File: config.mk
export PLATFORM = sky130hd
export DESIGN_NAME = tcw_ctrl
export DESIGN_NICKNAME = d
export VERILOG_FILES = /design/src/hw/rtl/tcw_pkg.sv /design/src/hw/rtl/tcw_ctrl.sv
export SDC_FILE = /design/constraint.sdc
export NUM_CORES = 1
export LEC_CHECK = 0
export BUFFER_PORTS_ARGS = -buffer_cell sky130_fd_sc_hd__clkbuf_2
export CORE_AREA = 2 2 40 42
export DETAILED_ROUTE_END_ITERATION = 10
export DIE_AREA = 0 0 42 44
export PLACE_DENSITY = 0.66
export SETUP_SLACK_MARGIN = 0.2
export SLEW_MARGIN = 10
export SYNTH_ARGS = -nofsm -noshare
export SYNTH_HDL_FRONTEND = slang
export SYNTH_SLANG_ARGS = --single-unit
File: constraint.sdc
create_clock -name clk -period 1.2 [get_ports clk]
set_input_delay 0.24 -clock clk [delete_from_list [all_inputs] [get_ports clk]]
set_output_delay 0.24 -clock clk [all_outputs]
set_load 0.05 [all_outputs]
File: src/hw/rtl/tcw_pkg.sv
// Shared types and constants of the text console writer.
package tcw_pkg;

  // Operation codes carried on the input tuser field
  localparam logic [1:0] OP_WRITE = 2'd0;
  localparam logic [1:0] OP_CLEAR = 2'd1;
  localparam logic [1:0] OP_READ  = 2'd2;

  // Bytes with a meaning of their own
  localparam logic [7:0] BYTE_END      = 8'h00;
  localparam logic [7:0] BYTE_COLOR    = 8'h01;
  localparam logic [7:0] BYTE_NEWLINE  = 8'h0A;
  localparam logic [7:0] CHAR_SPACE    = 8'h20;
  localparam logic [7:0] COLOR_DEFAULT = 8'h07;

  // Field widths of the stream words
  localparam int OP_W   = 2;
  localparam int BYTE_W = 8;
  localparam int IDX_W  = 11;
  localparam int CELL_W = 16;
  localparam int COL_W  = 7;
  localparam int ROW_W  = 5;
  localparam int IN_W   = 32;
  localparam int OUT_W  = 40;

  // Commands from the controller to the datapath
  typedef struct packed {
    logic accept;       // latch the incoming word
    logic set_color;    // take the byte as the current colour
    logic set_pend;     // a colour byte follows
    logic newline;      // cursor to the start of the next row
    logic col_inc;      // cursor one column on
    logic char_write;   // store the byte at the cursor
    logic read_issue;   // read the requested cell
    logic home;         // cursor to the top left corner
    logic sweep_clr;    // sweep counter to zero
    logic sweep_inc;    // sweep counter one on
    logic sweep_move;   // sweep counter to the first cell of the bottom row
    logic fill_write;   // write the fill value at the sweep address
    logic fill_zero;    // fill value is zero rather than a coloured space
    logic scroll_step;  // read one cell a row below and queue its copy
    logic out_load;     // load the result register
  } cmd_t;

  // Status from the datapath to the controller
  typedef struct packed {
    logic [1:0] op;
    logic       byte_end;
    logic       byte_color;
    logic       byte_nl;
    logic       pend;
    logic       col_last;
    logic       row_last;
    logic       sweep_move_last;
    logic       sweep_cell_last;
    logic       wr_pending;
    logic       out_free;
  } sts_t;

endpackage

File: src/hw/rtl/tcw_ctrl.sv
// Controller state machine of the text console writer.
module tcw_ctrl (
  input  logic          clk,
  input  logic          rst_n,
  input  logic          in_tvalid,
  output logic          in_tready,
  input  tcw_pkg::sts_t sts,
  output tcw_pkg::cmd_t cmd
);

  localparam logic [2:0] ST_IDLE   = 3'd0;
  localparam logic [2:0] ST_EXEC   = 3'd1;
  localparam logic [2:0] ST_CLEAR  = 3'd2;
  localparam logic [2:0] ST_SCROLL = 3'd3;
  localparam logic [2:0] ST_SDRAIN = 3'd4;
  localparam logic [2:0] ST_ZFILL  = 3'd5;
  localparam logic [2:0] ST_RESP   = 3'd6;

  logic [2:0] state_r;
  logic [2:0] state_nxt;

  // A new word is taken when idle, or as the previous result leaves
  assign in_tready = (state_r == ST_IDLE) || ((state_r == ST_RESP) && sts.out_free);

  // Next state and commands
  always_comb begin
    state_nxt = state_r;
    cmd       = '0;
    unique case (state_r)
      ST_IDLE: begin
        if (in_tvalid) begin
          cmd.accept = 1'b1;
          state_nxt  = ST_EXEC;
        end
      end
      ST_EXEC: begin
        state_nxt = ST_RESP;
        priority case (sts.op)
          tcw_pkg::OP_WRITE: begin
            priority if (sts.pend) begin
              cmd.set_color = 1'b1;
            end else if (sts.byte_end) begin
              // String end: nothing changes
            end else if (sts.byte_color) begin
              cmd.set_pend = 1'b1;
            end else if (sts.byte_nl) begin
              cmd.newline = 1'b1;
              if (sts.row_last) begin
                cmd.sweep_clr = 1'b1;
                state_nxt     = ST_SCROLL;
              end
            end else begin
              cmd.char_write = 1'b1;
              if (sts.col_last) begin
                cmd.newline = 1'b1;
                if (sts.row_last) begin
                  cmd.sweep_clr = 1'b1;
                  state_nxt     = ST_SCROLL;
                end
              end else begin
                cmd.col_inc = 1'b1;
              end
            end
          end
          tcw_pkg::OP_CLEAR: begin
            cmd.home      = 1'b1;
            cmd.sweep_clr = 1'b1;
            state_nxt     = ST_CLEAR;
          end
          tcw_pkg::OP_READ: begin
            cmd.read_issue = 1'b1;
          end
          default: begin
            // Unused opcode: result only
          end
        endcase
      end
      ST_CLEAR: begin
        cmd.fill_write = 1'b1;
        cmd.sweep_inc  = 1'b1;
        if (sts.sweep_cell_last) begin
          state_nxt = ST_RESP;
        end
      end
      ST_SCROLL: begin
        cmd.scroll_step = 1'b1;
        cmd.sweep_inc   = 1'b1;
        if (sts.sweep_move_last) begin
          state_nxt = ST_SDRAIN;
        end
      end
      ST_SDRAIN: begin
        // The last copied cell is written here
        cmd.sweep_move = 1'b1;
        state_nxt      = ST_ZFILL;
      end
      ST_ZFILL: begin
        cmd.fill_write = 1'b1;
        cmd.fill_zero  = 1'b1;
        cmd.sweep_inc  = 1'b1;
        if (sts.sweep_cell_last) begin
          state_nxt = ST_RESP;
        end
      end
      ST_RESP: begin
        if (sts.out_free) begin
          cmd.out_load = 1'b1;
          if (in_tvalid) begin
            cmd.accept = 1'b1;
            state_nxt  = ST_EXEC;
          end else begin
            state_nxt = ST_IDLE;
          end
        end
      end
      default: begin
        state_nxt = ST_IDLE;
      end
    endcase
  end

  // State register
  always_ff @(posedge clk) begin
    if (!rst_n) begin
      state_r <= ST_IDLE;
    end else begin
      state_r <= state_nxt;
    end
  end

endmodule

==> results.md <==
* Registers with the most flip-flops: state_r x3
* Max Cap Violations at 0
* Flops & latches, synth at 3
* Via count at 668
* ANT cells at 0
* Clk_skew at 2.61 ps
* Starting Density at 33.6%
* CP max FO at 4
* Post-Synthesis Cells at 61
* F_max at 0.609 GHz
* Max Slew Vio Count at 0
* DRC Markers at 0
* Critical path arrival at 1400 ps
* I/O Buffers at 29
* Mapped Avg Cell Area at 7.81 um^2
* Placed cell area at 933 um^2
* Slew headroom at 71.6%
* Period utilization at 137%
* Area of the core at 0.00142 mm^2
* Synthesized Nets at 76
* DPL Wire Length at 1.37 mm
* Number of distinct library cells after synthesis at 30
* Worst path required time at 960 ps
* Via/cell ratio at 4.91
* Layout cell share with drive strength beyond 1 at 78.3%
* Met3 usage at 0%
* CTS Sinks at 3
* Crit. Startpoint: state_r[2]
* Gr busiest metal: met2
* RD Place Congestion at 0.740
* Pin count of the biggest net entering global routing at 11
* Register area share after synthesis at 12.6%
* Min-Delay Path Class: in -> reg
* Run status: finished with violations
* Fin nets at 136
* DR WL/cell at 14.1 um
* Worst vdd ir at 1.94 mV
* Initial DRC Count at 6
* RSZ-0062 raised after global routing: yes
* Io pins at 31
* Kind of critical path: reg -> out
* Worst Min Path Start: rst_n
* Final hold slack at 333 ps
* Final WL at 1.92 mm
* Num CTS Buffers at 3
* Power Density at 2230 mW/mm^2
* Measured slew at the worst slew-check pin at 425 ps
* # setup viols final at 19
* P&R area growth vs syn at 157%
* Initial antenna violation count at 0
* First-pass GRT wire length at 3.04 mm
* Worst r2r src: state_r[2]
* Most frequent cells in the layout: buf_4 (28), clkbuf_2 (13), buf_8 (8)
* Critical path capture point type: primary output
* Max reg flops at 3
* Leading cell type in the layout, fill and taps excluded: buf_4
* Biggest register: state_r
* Final setup margin at -443 ps
* Failing checks: negative setup slack
* Final ANT Viol Nets at 0
* Die height at 44 um
* DRT Pass-1 Iters at 4
* M2 GR Usage at 44.4%
* Pleak at 0.534 nW
* Vias in the first global route at 716
* GR Util met1 at 23.7%
* Gr ovfl total at 0
* Total track usage at 21.6%
* Clock-pin slew on the worst setup and hold paths at 30 ps
* Max clock buf depth at 2
* Final min period at 1640 ps
* Row Count at 14
* CTS tree: done
* Die area at 0.00185 mm^2
* H-tree lvl count at 1
* Horiz. Die Dim at 42 um
* Startpoint class of the critical path: flip-flop
* Worst skew pair latency at 230 ps
* Post-synthesis cell area at 477 um^2
* Clock root cell: clkbuf_4
* YS warnings at 0
* Final hold viol count at 0
* Final instance area at 0.00122 mm^2
-- report_power, final --
| part | leakage (nW) | switching [mW] | internal [mW] | total (mW) |
|---|---|---|---|---|
| logic | 0.492 | 1.15 | 1.09 | 2.25 |
| clock network | 0.0150 | 0.0489 | 0.124 | 0.173 |
| registers | 0.0264 | 0.132 | 0.173 | 0.305 |
| total | 0.534 | 1.33 | 1.39 | 2.72 |
-- through the flow --
stage / setup slack [ps] / util, % / setup TNS (ps) / cells / power (mW)
2_1_floorplan: -461 / - / -3640 / 61 / 1.59
3_5_place_dp: -524 / 65.8 / -6130 / 127 / 2.00
5_1_grt: -498 / 86.2 / -6520 / 136 / 2.87
3_3_place_gp: -463 / 65.8 / -5730 / 127 / 1.98
4_1_cts: -443 / 82.7 / -5690 / 135 / 2.59
6_report: -443 / 86.2 / -5450 / 136 / 2.72
-- worst paths after layout --
path                 to  slack [ps]  cells after the start
max              cmd[6]        -440                      4
min reg2reg  state_r[0]         750                      3
max reg2reg  state_r[0]        -190                      6
min          state_r[2]         330                      3
-- layer usage --
| metal | part of all wire [%] | vias to the layer above |
|---|---|---|
| met5 | 0 | - |
| met4 | 0 | 0 |
| met3 | 2.3 | 0 |
| met2 | 63 | 14 |
| met1 | 34 | 313 |
| li1 | - | 341 |
-- area by class of cell --
| type | instances | area (um^2) |
|---|---|---|
| fill | 75 | 195 |
| inverter | 6 | 32.5 |
| sequential | 3 | 68.8 |
| timing repair buffer | 59 | 556 |
| multi-input combinational | 48 | 520 |
| clock buffer | 4 | 26.3 |
| tap | 16 | 20.0 |
-- worst max-delay path: stages (launching register included) --
cell      delay (ps)
dfxtp_4          360
nor2_8           140
nand3_4          130
o41ai_4          310
clkbuf_8         240
-- cell usage after synthesis --
library cell,n,area (um^2)
o22ai_1,1,6.26
nand3b_1,1,7.51
inv_1,6,22.5
o31a_1,1,8.76
a21oi_1,3,15.0
nor3b_1,1,7.51
nand4bb_1,2,22.5
buf_6,3,33.8
nor2_1,4,15.0
o211a_1,1,10.0
nand2_1,6,22.5
o21ai_1,1,5.00
nor4_1,1,6.26
nand3_1,5,25.0
nor2_8,1,20.0
nor4b_4,1,23.8
nor4b_1,1,8.76
and2_1,2,12.5
and3_1,1,6.26
or2b_4,1,11.3
nor2b_1,1,6.26
o21ai_0,5,25.0
dfxtp_1,3,60.1
nor3_1,3,15.0
nand3_2,1,10.0
buf_2,1,5.00
nor4_4,1,21.3
mux2_4,1,15.0
o41ai_2,1,16.3
nand4_2,1,12.5
-- cells by family after synthesis --
kind of cell,share of synthesized area [%]
AO/OA/AOI/OAI,18.1
flip-flops,12.6
buffers and inverters,12.9
AND/OR/NAND/NOR,53.3
multiplexers,3.15
-- repair_timing --
item / in CTS / in global routing
pin swaps: 1 / 3
endpoints found under the setup margin: 19 / 19
gates resized for setup: 41 / 13
hold buffers: 0 / 0
buffers inserted: 4 / 1
(Power assumes the default switching activity.)
